[src/design/brl_pkg.sv]
// brl_pkg: shared types and constants for the line rasterizer
// no dependencies; imported by the front, queue, back and top modules

package brl_pkg;

  typedef enum logic {
    CMD_LOAD = 1'b0,
    CMD_STEP = 1'b1
  } cmd_t;

  typedef struct packed {
    cmd_t cmd;
    logic x_is_major;
    logic x_goes_down;
    logic y_goes_down;
  } flags_t;

  localparam int FLAG_BITS   = $bits(flags_t);
  localparam int QUEUE_DEPTH = 2;

endpackage

[src/design/brl_if.sv]
// brl_in_if and brl_out_if: valid/ready channels of the line rasterizer
// no dependencies; used by brl_front, brl_back and the top level

interface brl_in_if #(parameter int COORD_BITS = 11) ();
  logic                  valid;
  logic                  ready;
  logic                  command;
  logic [COORD_BITS-1:0] x_start;
  logic [COORD_BITS-1:0] y_start;
  logic [COORD_BITS-1:0] x_end;
  logic [COORD_BITS-1:0] y_end;

  modport source (output valid, command, x_start, y_start, x_end, y_end, input ready);
  modport sink   (input valid, command, x_start, y_start, x_end, y_end, output ready);
endinterface

interface brl_out_if #(parameter int COORD_BITS = 11) ();
  logic                  valid;
  logic                  ready;
  logic [COORD_BITS-1:0] pixel_x;
  logic [COORD_BITS-1:0] pixel_y;
  logic                  last_pixel;

  modport source (output valid, pixel_x, pixel_y, last_pixel, input ready);
  modport sink   (input valid, pixel_x, pixel_y, last_pixel, output ready);
endinterface

[src/design/brl_front.sv]
// brl_front: takes input words, classifies load or step, works out deltas and octant
// depends on brl_pkg and brl_in_if

module brl_front #(
  parameter int COORD_BITS = 11
) (
  brl_in_if.sink                 in_if,
  input  logic                   q_full,
  output logic                   q_push,
  output brl_pkg::flags_t        q_flags,
  output logic [COORD_BITS-1:0]  q_x,
  output logic [COORD_BITS-1:0]  q_y,
  output logic [COORD_BITS-1:0]  q_major,
  output logic [COORD_BITS-1:0]  q_minor
);
  import brl_pkg::*;

  logic                  x_down;
  logic                  y_down;
  logic [COORD_BITS-1:0] adx;
  logic [COORD_BITS-1:0] ady;
  logic                  x_major;

  assign in_if.ready = !q_full;
  assign q_push      = in_if.valid && !q_full;

  always_comb begin
    x_down  = in_if.x_end < in_if.x_start;
    y_down  = in_if.y_end < in_if.y_start;
    adx     = x_down ? in_if.x_start - in_if.x_end : in_if.x_end - in_if.x_start;
    ady     = y_down ? in_if.y_start - in_if.y_end : in_if.y_end - in_if.y_start;
    x_major = ady <= adx;

    q_flags.cmd         = cmd_t'(in_if.command);
    q_flags.x_is_major  = x_major;
    q_flags.x_goes_down = x_down;
    q_flags.y_goes_down = y_down;
    q_x                 = in_if.x_start;
    q_y                 = in_if.y_start;
    q_major             = x_major ? adx : ady;
    q_minor             = x_major ? ady : adx;
  end

endmodule

[src/design/brl_queue.sv]
// brl_queue: short first-in first-out buffer of classified words
// depends on brl_pkg for the depth

module brl_queue #(
  parameter int WIDTH = 48
) (
  input  logic             clk,
  input  logic             rst_n,
  input  logic             push,
  input  logic [WIDTH-1:0] push_data,
  output logic             full,
  output logic             pop_valid,
  input  logic             pop,
  output logic [WIDTH-1:0] pop_data
);
  import brl_pkg::*;

  localparam int PTR_BITS = (QUEUE_DEPTH > 1) ? $clog2(QUEUE_DEPTH) : 1;
  localparam int CNT_BITS = $clog2(QUEUE_DEPTH + 1);

  logic [WIDTH-1:0]    slot_r [QUEUE_DEPTH];
  logic [PTR_BITS-1:0] wr_ptr_r, wr_ptr_nxt;
  logic [PTR_BITS-1:0] rd_ptr_r, rd_ptr_nxt;
  logic [CNT_BITS-1:0] count_r, count_nxt;
  logic                do_pop;

  assign full      = count_r == CNT_BITS'(QUEUE_DEPTH);
  assign pop_valid = count_r != '0;
  assign pop_data  = slot_r[rd_ptr_r];
  assign do_pop    = pop && pop_valid;

  always_comb begin
    wr_ptr_nxt = wr_ptr_r;
    rd_ptr_nxt = rd_ptr_r;
    if (push) begin
      wr_ptr_nxt = (wr_ptr_r == PTR_BITS'(QUEUE_DEPTH - 1)) ? '0 : wr_ptr_r + 1'b1;
    end
    if (do_pop) begin
      rd_ptr_nxt = (rd_ptr_r == PTR_BITS'(QUEUE_DEPTH - 1)) ? '0 : rd_ptr_r + 1'b1;
    end
    count_nxt = count_r + CNT_BITS'(push) - CNT_BITS'(do_pop);
  end

  always_ff @(posedge clk) begin
    if (!rst_n) begin
      wr_ptr_r <= '0;
      rd_ptr_r <= '0;
      count_r  <= '0;
    end else begin
      wr_ptr_r <= wr_ptr_nxt;
      rd_ptr_r <= rd_ptr_nxt;
      count_r  <= count_nxt;
    end
  end

  always_ff @(posedge clk) begin
    if (push) begin
      slot_r[wr_ptr_r] <= push_data;
    end
  end

endmodule

[src/design/brl_back.sv]
// brl_back: line stepper state and registered pixel output
// depends on brl_pkg and brl_out_if

module brl_back #(
  parameter int COORD_BITS = 11
) (
  input  logic                  clk,
  input  logic                  rst_n,
  input  logic                  e_valid,
  input  brl_pkg::flags_t       e_flags,
  input  logic [COORD_BITS-1:0] e_x,
  input  logic [COORD_BITS-1:0] e_y,
  input  logic [COORD_BITS-1:0] e_major,
  input  logic [COORD_BITS-1:0] e_minor,
  output logic                  e_pop,
  brl_out_if.source             out_if
);
  import brl_pkg::*;

  localparam int DT_BITS = COORD_BITS + 3;
  localparam logic [COORD_BITS-1:0] ONE = COORD_BITS'(1);

  logic                      active_r, active_nxt;
  logic [COORD_BITS-1:0]     cur_x_r, cur_x_nxt;
  logic [COORD_BITS-1:0]     cur_y_r, cur_y_nxt;
  logic signed [DT_BITS-1:0] dt_r, dt_nxt;
  logic signed [DT_BITS-1:0] inc_pos_r, inc_pos_nxt;
  logic signed [DT_BITS-1:0] inc_neg_r, inc_neg_nxt;
  logic [COORD_BITS-1:0]     steps_r, steps_nxt;
  logic                      x_major_r, x_major_nxt;
  logic                      x_down_r, x_down_nxt;
  logic                      y_down_r, y_down_nxt;

  logic                      out_valid_r;
  logic [COORD_BITS-1:0]     pix_x_r, pix_y_r;
  logic                      last_r;

  logic                      emit;
  logic [COORD_BITS-1:0]     mx, my;
  logic signed [DT_BITS-1:0] minor2, major1, major2;

  assign e_pop = e_valid && (!out_valid_r || out_if.ready);
  assign emit  = e_pop && (e_flags.cmd == CMD_STEP) && active_r;

  assign out_if.valid      = out_valid_r;
  assign out_if.pixel_x    = pix_x_r;
  assign out_if.pixel_y    = pix_y_r;
  assign out_if.last_pixel = last_r;

  always_comb begin
    minor2      = {2'b00, e_minor, 1'b0};
    major1      = {3'b000, e_major};
    major2      = {2'b00, e_major, 1'b0};
    active_nxt  = active_r;
    cur_x_nxt   = cur_x_r;
    cur_y_nxt   = cur_y_r;
    dt_nxt      = dt_r;
    inc_pos_nxt = inc_pos_r;
    inc_neg_nxt = inc_neg_r;
    steps_nxt   = steps_r;
    x_major_nxt = x_major_r;
    x_down_nxt  = x_down_r;
    y_down_nxt  = y_down_r;
    mx          = cur_x_r;
    my          = cur_y_r;

    // minor decision first, pixel out, then major advance
    if (!dt_r[DT_BITS-1]) begin
      if (x_major_r) begin
        my = y_down_r ? cur_y_r - ONE : cur_y_r + ONE;
      end else begin
        mx = x_down_r ? cur_x_r - ONE : cur_x_r + ONE;
      end
    end

    if (e_pop && e_flags.cmd == CMD_LOAD) begin
      active_nxt  = e_major != '0;
      cur_x_nxt   = e_x;
      cur_y_nxt   = e_y;
      dt_nxt      = minor2 - major1;
      inc_pos_nxt = minor2 - major2;
      inc_neg_nxt = minor2;
      steps_nxt   = e_major;
      x_major_nxt = e_flags.x_is_major;
      x_down_nxt  = e_flags.x_goes_down;
      y_down_nxt  = e_flags.y_goes_down;
    end else if (emit) begin
      dt_nxt     = dt_r + (dt_r[DT_BITS-1] ? inc_neg_r : inc_pos_r);
      cur_x_nxt  = mx;
      cur_y_nxt  = my;
      if (x_major_r) begin
        cur_x_nxt = x_down_r ? mx - ONE : mx + ONE;
      end else begin
        cur_y_nxt = y_down_r ? my - ONE : my + ONE;
      end
      steps_nxt  = steps_r - ONE;
      active_nxt = steps_r != ONE;
    end
  end

  always_ff @(posedge clk) begin
    if (!rst_n) begin
      active_r    <= 1'b0;
      cur_x_r     <= '0;
      cur_y_r     <= '0;
      dt_r        <= '0;
      inc_pos_r   <= '0;
      inc_neg_r   <= '0;
      steps_r     <= '0;
      x_major_r   <= 1'b0;
      x_down_r    <= 1'b0;
      y_down_r    <= 1'b0;
      out_valid_r <= 1'b0;
    end else begin
      active_r  <= active_nxt;
      cur_x_r   <= cur_x_nxt;
      cur_y_r   <= cur_y_nxt;
      dt_r      <= dt_nxt;
      inc_pos_r <= inc_pos_nxt;
      inc_neg_r <= inc_neg_nxt;
      steps_r   <= steps_nxt;
      x_major_r <= x_major_nxt;
      x_down_r  <= x_down_nxt;
      y_down_r  <= y_down_nxt;
      if (emit) begin
        out_valid_r <= 1'b1;
      end else if (out_if.ready) begin
        out_valid_r <= 1'b0;
      end
    end
  end

  always_ff @(posedge clk) begin
    if (emit) begin
      pix_x_r <= mx;
      pix_y_r <= my;
      last_r  <= steps_r == ONE;
    end
  end

endmodule

[src/design/bresenham_line_rasterizer.sv]
// bresenham_line_rasterizer: top level, front classifier, word queue and line stepper
// depends on brl_pkg, brl_in_if, brl_out_if, brl_front, brl_queue, brl_back
//
//   port     dir   word
//   in_if    sink  command, x_start, y_start, x_end, y_end
//   out_if   src   pixel_x, pixel_y, last_pixel
//
// one input word per cycle unless the queue is full, one pixel per cycle while a line runs and out_if.ready is high
// a step word taken on in_if is registered in a queue slot, then its pixel in the output register
// a two-word queue sits between front and stepper; in_if.ready drops only when it is full
// the stepper moves on while out_if.ready is high or the output register is empty
// synchronous reset clears the queue, stepper state and output valid

module bresenham_line_rasterizer #(
  parameter int COORD_BITS = 11
) (
  input  logic       clk,
  input  logic       rst_n,
  brl_in_if.sink     in_if,
  brl_out_if.source  out_if
);
  import brl_pkg::*;

  localparam int Q_WIDTH = FLAG_BITS + 4 * COORD_BITS;

  logic                  q_full;
  logic                  q_push;
  flags_t                f_flags;
  logic [COORD_BITS-1:0] f_x, f_y, f_major, f_minor;
  logic [Q_WIDTH-1:0]    q_pop_data;
  logic                  q_pop_valid;
  logic                  q_pop;
  flags_t                b_flags;
  logic [COORD_BITS-1:0] b_x, b_y, b_major, b_minor;

  brl_front #(.COORD_BITS(COORD_BITS)) u_front (
    .in_if   (in_if),
    .q_full  (q_full),
    .q_push  (q_push),
    .q_flags (f_flags),
    .q_x     (f_x),
    .q_y     (f_y),
    .q_major (f_major),
    .q_minor (f_minor)
  );

  brl_queue #(.WIDTH(Q_WIDTH)) u_queue (
    .clk       (clk),
    .rst_n     (rst_n),
    .push      (q_push),
    .push_data ({f_flags, f_x, f_y, f_major, f_minor}),
    .full      (q_full),
    .pop_valid (q_pop_valid),
    .pop       (q_pop),
    .pop_data  (q_pop_data)
  );

  assign {b_flags, b_x, b_y, b_major, b_minor} = q_pop_data;

  brl_back #(.COORD_BITS(COORD_BITS)) u_back (
    .clk     (clk),
    .rst_n   (rst_n),
    .e_valid (q_pop_valid),
    .e_flags (b_flags),
    .e_x     (b_x),
    .e_y     (b_y),
    .e_major (b_major),
    .e_minor (b_minor),
    .e_pop   (q_pop),
    .out_if  (out_if)
  );

endmodule
[src/flat_wrapper.sv]
// flat-port wrapper written by rule: the top's interface ports become plain ports
module bresenham_line_rasterizer_flat import brl_pkg::*;
#(
  parameter int COORD_BITS = 11
)
  (clk, rst_n, in_if_valid, in_if_command, in_if_x_start, in_if_y_start, in_if_x_end, in_if_y_end, in_if_ready, out_if_valid, out_if_pixel_x, out_if_pixel_y, out_if_last_pixel, out_if_ready);
  brl_in_if #(.COORD_BITS(COORD_BITS)) in_if_i ();
  brl_out_if #(.COORD_BITS(COORD_BITS)) out_if_i ();
  input  logic clk;
  input  logic rst_n;
  input wire logic [$bits(in_if_i.valid)-1:0] in_if_valid;
  input wire logic [$bits(in_if_i.command)-1:0] in_if_command;
  input wire logic [$bits(in_if_i.x_start)-1:0] in_if_x_start;
  input wire logic [$bits(in_if_i.y_start)-1:0] in_if_y_start;
  input wire logic [$bits(in_if_i.x_end)-1:0] in_if_x_end;
  input wire logic [$bits(in_if_i.y_end)-1:0] in_if_y_end;
  output wire logic [$bits(in_if_i.ready)-1:0] in_if_ready;
  output wire logic [$bits(out_if_i.valid)-1:0] out_if_valid;
  output wire logic [$bits(out_if_i.pixel_x)-1:0] out_if_pixel_x;
  output wire logic [$bits(out_if_i.pixel_y)-1:0] out_if_pixel_y;
  output wire logic [$bits(out_if_i.last_pixel)-1:0] out_if_last_pixel;
  input wire logic [$bits(out_if_i.ready)-1:0] out_if_ready;
  assign in_if_i.valid = in_if_valid;
  assign in_if_i.command = in_if_command;
  assign in_if_i.x_start = in_if_x_start;
  assign in_if_i.y_start = in_if_y_start;
  assign in_if_i.x_end = in_if_x_end;
  assign in_if_i.y_end = in_if_y_end;
  assign in_if_ready = in_if_i.ready;
  assign out_if_valid = out_if_i.valid;
  assign out_if_pixel_x = out_if_i.pixel_x;
  assign out_if_pixel_y = out_if_i.pixel_y;
  assign out_if_last_pixel = out_if_i.last_pixel;
  assign out_if_i.ready = out_if_ready;
  bresenham_line_rasterizer #(.COORD_BITS(COORD_BITS)) u_core (.clk(clk), .rst_n(rst_n), .in_if(in_if_i), .out_if(out_if_i));
endmodule
[config.mk]
export PLATFORM = sky130hd
export DESIGN_NAME = bresenham_line_rasterizer_flat
export DESIGN_NICKNAME = d
export VERILOG_FILES = /design/src/design/brl_pkg.sv /design/src/design/brl_if.sv /design/src/design/brl_front.sv /design/src/design/brl_queue.sv /design/src/design/brl_back.sv /design/src/design/bresenham_line_rasterizer.sv /design/src/flat_wrapper.sv
export SDC_FILE = /design/constraint.sdc
export NUM_CORES = 1
export LEC_CHECK = 0
export ABC_CLOCK_PERIOD_IN_PS = 4800
export BUFFER_PORTS_ARGS = -buffer_cell sky130_fd_sc_hd__buf_2
export CELL_PAD_IN_SITES_DETAIL_PLACEMENT = 0
export CELL_PAD_IN_SITES_GLOBAL_PLACEMENT = 1
export CORE_MARGIN = 4
export CORE_UTILIZATION = 44
export DETAILED_ROUTE_END_ITERATION = 10
export GPL_TIMING_DRIVEN = 0
export PLACE_DENSITY_LB_ADDON = 0.1
export SKIP_CTS_REPAIR_TIMING = 1
export SLEW_MARGIN = 30
export SYNTH_ARGS = -nofsm -noshare
export SYNTH_HDL_FRONTEND = slang
export SYNTH_SLANG_ARGS = --single-unit
[constraint.sdc]
create_clock -name clk -period 4.8 [get_ports clk]
set_input_delay 0.24 -clock clk [delete_from_list [all_inputs] [get_ports clk]]
set_output_delay 0.24 -clock clk [all_outputs]
set_load 0.1 [all_outputs]
# Word-level counts from Yosys, hierarchy flattened
# Memory sizes are Yosys's and may differ from the RTL's. A register that Yosys moved wholly into a read port is not among the register bits.
# Cells that the tools add are included.
# totals
reg_bits	104
ram_bits	96
word_cells	91
n_memories	1
# classes
addsub	20
magnitude_cmp	3
n_eq_ne	3
n_mux	33
bitwise_logic	1
reduce_logical	13
# memory_table
memory	words	word_bits	read_ports	rd_clocked_by_memory_dff	write_ports	line_no	rtl
u_core.u_queue.slot_r	2	48	1	1	1	brl_queue.sv:21	logic [WIDTH-1:0] slot_r [QUEUE_DEPTH];
# op_table
operator	n
11-bit two-way mux	20
11-bit by 1-bit subtractor with 11-bit output, second input constant	5
11-bit by 1-bit adder with 11-bit output, second input constant	4
11-bit subtractor	4
14-bit two-way mux	3
11-bit less-than comparator	2
14-bit adder	1
12-bit by 11-bit subtractor with 13-bit output	1
12-bit by 12-bit subtractor with 13-bit output	1
11-bit by 1-bit == test with 1-bit output, second input constant	1
11-bit <= comparator	1
11-bit by 1-bit != test with 1-bit output, second input constant	1
11-bit nonzero test	1
1-bit two-way mux	10
1-bit logical AND	6
2-bit nonzero test	3
1-bit adder, second input constant	2
2-bit by 1-bit adder with 2-bit output	1
2-bit == test, second input constant	1
1-bit zero test	2
2-bit by 1-bit subtractor with 2-bit output	1
1-bit logical OR	1
1-bit inverter	1

# Depth between registers and ports, before layout
# depth
word_depth	9
ltp_mapped	23
depth_no_buf	20

# Hierarchy
# A second synthesis with hierarchy kept.
# hier_totals
hier_cells	1422
hier_area_um2	13965.9
# by_module_without_submodules
module	instances	cells_per_inst	area_each_um2	seq_area_each_um2
brl_back	1	878	7413.4	2172.1
brl_queue	1	172	3786.1	2982.9
brl_front	1	372	2766.4	0.0

# Worst setup path after synthesis
# OpenSTA, ideal clock, no wires.
# synth_timing
path_type	input-to-reg
from	input port in_if_y_end[1]
to	memory u_core.u_queue.slot_r[0][1], data pin
setup_time_ns	0.282
arrival_time_ns	4.241
t_required_ns	4.518
path_slack_ns	0.277
cell_stages	21
cell_sequence	inv_1 -> ha_1 -> nor2b_4 -> o31a_1 -> or4_1 -> a31oi_1 -> a211o_2 -> buf_6 -> buf_2 -> mux2i_1 -> ha_1 -> nor2b_1 -> o21a_1 -> o21a_1 -> o21ai_0 -> a21oi_1 -> o211ai_1 -> a31o_2 -> clkbuf_1 -> buf_1 -> o21ai_0
# synth_between
elab_chain_len	4
# synth_lines
item	line_no	rtl
start: declaration	flat_wrapper.sv:16	input wire logic [$bits(in_if_i.y_end)-1:0] in_if_y_end;
11-bit less-than comparator	brl_front.sv:29	y_down = in_if.y_end < in_if.y_start;
named net u_core.u_front.y_down	brl_front.sv:19	logic y_down;
11-bit two-way mux	brl_front.sv:31	ady = y_down ? in_if.y_start - in_if.y_end : in_if.y_end - in_if.y_start;
11-bit <= comparator	brl_front.sv:32	x_major = ady <= adx;
named net u_core.u_front.x_major	brl_front.sv:22	logic x_major;
11-bit two-way mux	brl_front.sv:41	q_minor = x_major ? ady : adx;
named net u_core.f_minor[1]	bresenham_line_rasterizer.sv:29	logic [COORD_BITS-1:0] f_x, f_y, f_major, f_minor;
end: declaration	brl_queue.sv:21	
# The timed path passes the listed nets, and every way through them passes these cells.

# Final worst setup path
# layout_timing
from	input port in_if_y_end[1]
to	memory u_core.u_queue.slot_r[0][14], data pin
# layout_between
elab_chain_len	4
# layout_lines
item	line_no	rtl
11-bit subtractor or 11-bit less-than comparator (tied branches)	brl_front.sv:31, brl_front.sv:29	
11-bit two-way mux *	brl_front.sv:31	
11-bit <= comparator	brl_front.sv:32	
11-bit two-way mux *	brl_front.sv:40	q_major = x_major ? adx : ady;
named net u_core.f_major[3]	bresenham_line_rasterizer.sv:29	
# The timed path passes the listed nets; every way through them passes the cells marked *.

==> flow_summary_export.csv <==
group,metric,value,unit
clock_tree,clk-insertion-delay-late,0.44,ns
power,leakagePower,6.05,nW
layout,top_regs,"u_core.u_queue.slot_r: 96 flops, u_core.u_back.dt_r: 13 flops, u_core.u_back.inc_pos_r: 12 flops",
routing,detailedRoute.firstPassIterationCount,5,
logic_synthesis,post-synth-top-count-cell,"ha_1",
place,gpl.final_weighted_congestion,0.857,
logic_synthesis,synth-main-ff-cell,"edfxtp_1",
layout,nets,1671,
sta,final-max-slew-violation-count,0,
layout,final_layout_size_suffix_gt1_frac,0.118,
logic_synthesis,synth_common_cells,"ha_1, edfxtp_1, nor2_1",
floorplanning,num_io_pins,74,
sta,period_needed,4.55,ns
clock_tree,clock_sinks,198,
clock_tree,h-tree-depth,4,
clock_tree,cts-buffers-inserted,17,
floorplanning,start_util,0.447,
worst_hold_path,hold_crit_depth,1,
logic_synthesis,syn-num-nets,1576,
clock_tree,clk_path_buf_depth,2,
worst_hold_path,hold_path_end,"u_core.u_queue.slot_r[1][32]",
sta,maxSlewHeadroom,0.346,
sta,final.hold.worst_slack,0.00621,ns
worst_setup_path,crit_path_required_time,5.04,ns
logic_synthesis,number_of_enable_flip_flop_cells_after_synthesis,119,
routing,routed_vias,10400,
logic_synthesis,post_synth_instance_area,13200,um2
power,power.density,658,nW/um2
logic_synthesis,netlist_top_cells_area,"edfxtp_1, ha_1, dfxtp_1, mux2i_1, a21oi_1",
sta,fin_tns_setup,0,ns
worst_setup_path,startpoint_type,"input port",
grt,grt_overflow_total,0,
status,outcome,"finished, final reports clean",
worst_setup_path,critical_path.endpoint_type,"flip-flop",
logic_synthesis,yosysTopAreaCell,"edfxtp_1",
grt,number_of_antenna_violations_at_the_first_check_in_global_routing,1,
grt,grtUsageTotal,0.215,
routing,wirelength,35400,um
logic_synthesis,post_synth_num_cell_types,67,
sta,finalHoldViolCount,0,
worst_setup_path,startpoint_of_the_lowest_slack_register_to_register_path,"u_core.u_back.dt_r[13]",
layout,largest-register,"u_core.u_queue.slot_r",
logic_synthesis,synth.ff_latch_count,198,
worst_hold_path,worst_hold_path_type,"in -> reg",
floorplanning,floorplan.die_area,32900,um2
logic_synthesis,post_synth.cell_area_avg,9.54,um2
place,hpwl,27900,um
routing,drc_errors,0,
routing,avgViaCountPerCell,5.52,
sta,maxClockFrequency,220,MHz
layout,areaGrowthSynthToFinish,12.1,%
layout,layout.area.seq,5160,um2
routing,post_detailed_route_wirelength_per_cell,18.8,um
worst_setup_path,worstPathMaxFanout,10,
logic_synthesis,yosys_warnings,0,
logic_synthesis,synthArstFlopShare,0,
floorplanning,fp-row-count,63,
floorplanning,core_region_area,29600,um2
clock_tree,clk_transition_reported_paths,0.08,ns
sta,finalCritPeriodShare,0.948,
routing,route.antenna.remaining_nets,0,
clock_tree,cts_tree,"done",
layout,largest_register_ff_count,96,
job,max_cap_viol_count,0,
grt,grt_pass1_wl,56100,um
sta,grt_setup_unrepaired,"no",
layout,fillers,2827,
sta,clock-skew-final,0.0103,ns
place,port_buffers,72,
worst_setup_path,worst-r2r-setup-slack,0.39,ns
worst_setup_path,rr_endpoint,"u_core.u_back.cur_x_r[10]",
worst_setup_path,worst-endpoint-arrival,4.79,ns
floorplanning,die_width,181,um
worst_setup_path,worst-setup-path-type,"in -> reg",
worst_hold_path,hold_start,"in_if_y_start[10]",
logic_synthesis,synthesis.instances,1388,
grt,grt_pass1_vias,10200,
routing,first_iter_violations,797,
sta,worst_slew_pin_slew,0.977,ns
power,irDropWorstVdd,269,uV
floorplanning,die_height,181,um
clock_tree,clock_tree_root,"clkbuf_16",
logic_synthesis,synth_top_area_share,0.270,
sta,final-setup-viol-count,0,
grt,grt_max_degree,47,
logic_synthesis,sequential_cell_area_fraction_in_the_yosys_report,0.389,
worst_setup_path,worstRegToRegCells,15,
layout,num_antenna_cells,0,
layout,multiInputGateArea,7530,um2
==> cell families after synthesis <==
family / count (synthesis) / synth area share
flops: 198 / 0.389
compound gates: 353 / 0.171
simple gates: 374 / 0.132
buf+inv: 152 / 0.0448
mux: 92 / 0.0729
xor+xnor: 80 / 0.0529
fa+ha+maj: 139 / 0.138
==> final cells by class <==
| class | count | area share |
|---|---|---|
| plain buffers | 54 | 0.0158 |
| multi-input cells | 1038 | 0.508 |
| well taps | 390 | 0.0329 |
| clock buffers | 17 | 0.0287 |
| repair buffers | 79 | 0.0336 |
| inverters | 95 | 0.0240 |
| clock inverters | 15 | 0.0100 |
| flip-flops and latches | 198 | 0.347 |
==> metal layers <==
| layer | global-route usage | routed length, um |
|---|---|---|
| met1 | 0.289 | 16500 |
| met2 | 0.369 | 17000 |
| met3 | 0.0266 | 1330 |
| met4 | 0.0549 | 596 |
| met5 | 0 | 0 |
==> critical path, stage by stage <==
cell	delay (ns)
buf_2	0.12
inv_1	0.08
ha_1	0.30
nor2b_4	0.13
o31a_1	0.25
or4_1	0.43
a31oi_1	0.26
a211o_2	0.19
buf_6	0.14
or3b_1	0.35
o21a_1	0.12
xnor2_1	0.51
inv_1	0.10
ha_1	0.36
nand4_1	0.09
nor2_1	0.10
nand4_1	0.11
o21ai_0	0.11
a31o_4	0.20
buf_4	0.25
mux2i_1	0.33
==> layout by cell type (no fill, tap or decap), drive strengths merged, types with 32 or more instances in the layout <==
master	Yosys	final
a211oi	35	35
a21oi	106	106
buf	17	91
clkbuf	40	57
dfxtp	79	79
edfxtp	119	119
ha	128	128
inv	94	103
mux2	36	36
mux2i	56	56
nand2	106	106
nor2	107	107
nor3	49	49
o21ai	76	76
xnor2	48	48
xor2	32	32
==> report_power, final <==
part | switching (mW) | leakage [nW] | internal (mW)
sequential | 0.271 | 1.75 | 2.39
clock | 0.709 | 0.277 | 0.695
combinational | 3.47 | 4.02 | 2.23
==> worst max path at each step <==
stage / from / end / slack, ns / cells past startpoint
finish: in_if_y_end[1] / u_core.u_queue.slot_r[0][14] / 0.25 / 21
global placement: in_if_y_end[1] / u_core.u_queue.slot_r[0][9] / -0.83 / 22
detailed placement: in_if_y_end[1] / u_core.u_queue.slot_r[0][9] / -0.80 / 22
global route: in_if_y_end[1] / u_core.u_queue.slot_r[0][14] / 0.007 / 21
floorplan: in_if_y_end[1] / u_core.u_queue.slot_r[0][1] / 0.28 / 21
CTS: in_if_y_end[1] / u_core.u_queue.slot_r[0][9] / -0.41 / 22
==> through the flow <==
stage / std cells / instance area (um2) / total power, mW / util / setup WS (ns)
finish: 1886 / 14800 / 9.77 / 0.501 / 0.247
global route: 1886 / 14800 / 10.6 / 0.501 / 0.00709
CTS: 1886 / 14800 / 9.75 / 0.499 / -0.414
detailed placement: 1854 / 14200 / 8.30 / 0.480 / -0.798
global placement: 1850 / 14100 / 8.24 / 0.475 / -0.835
floorplan: 1388 / 13200 / 6.82 / - / 0.277
Power figures use the tool's default switching activity.
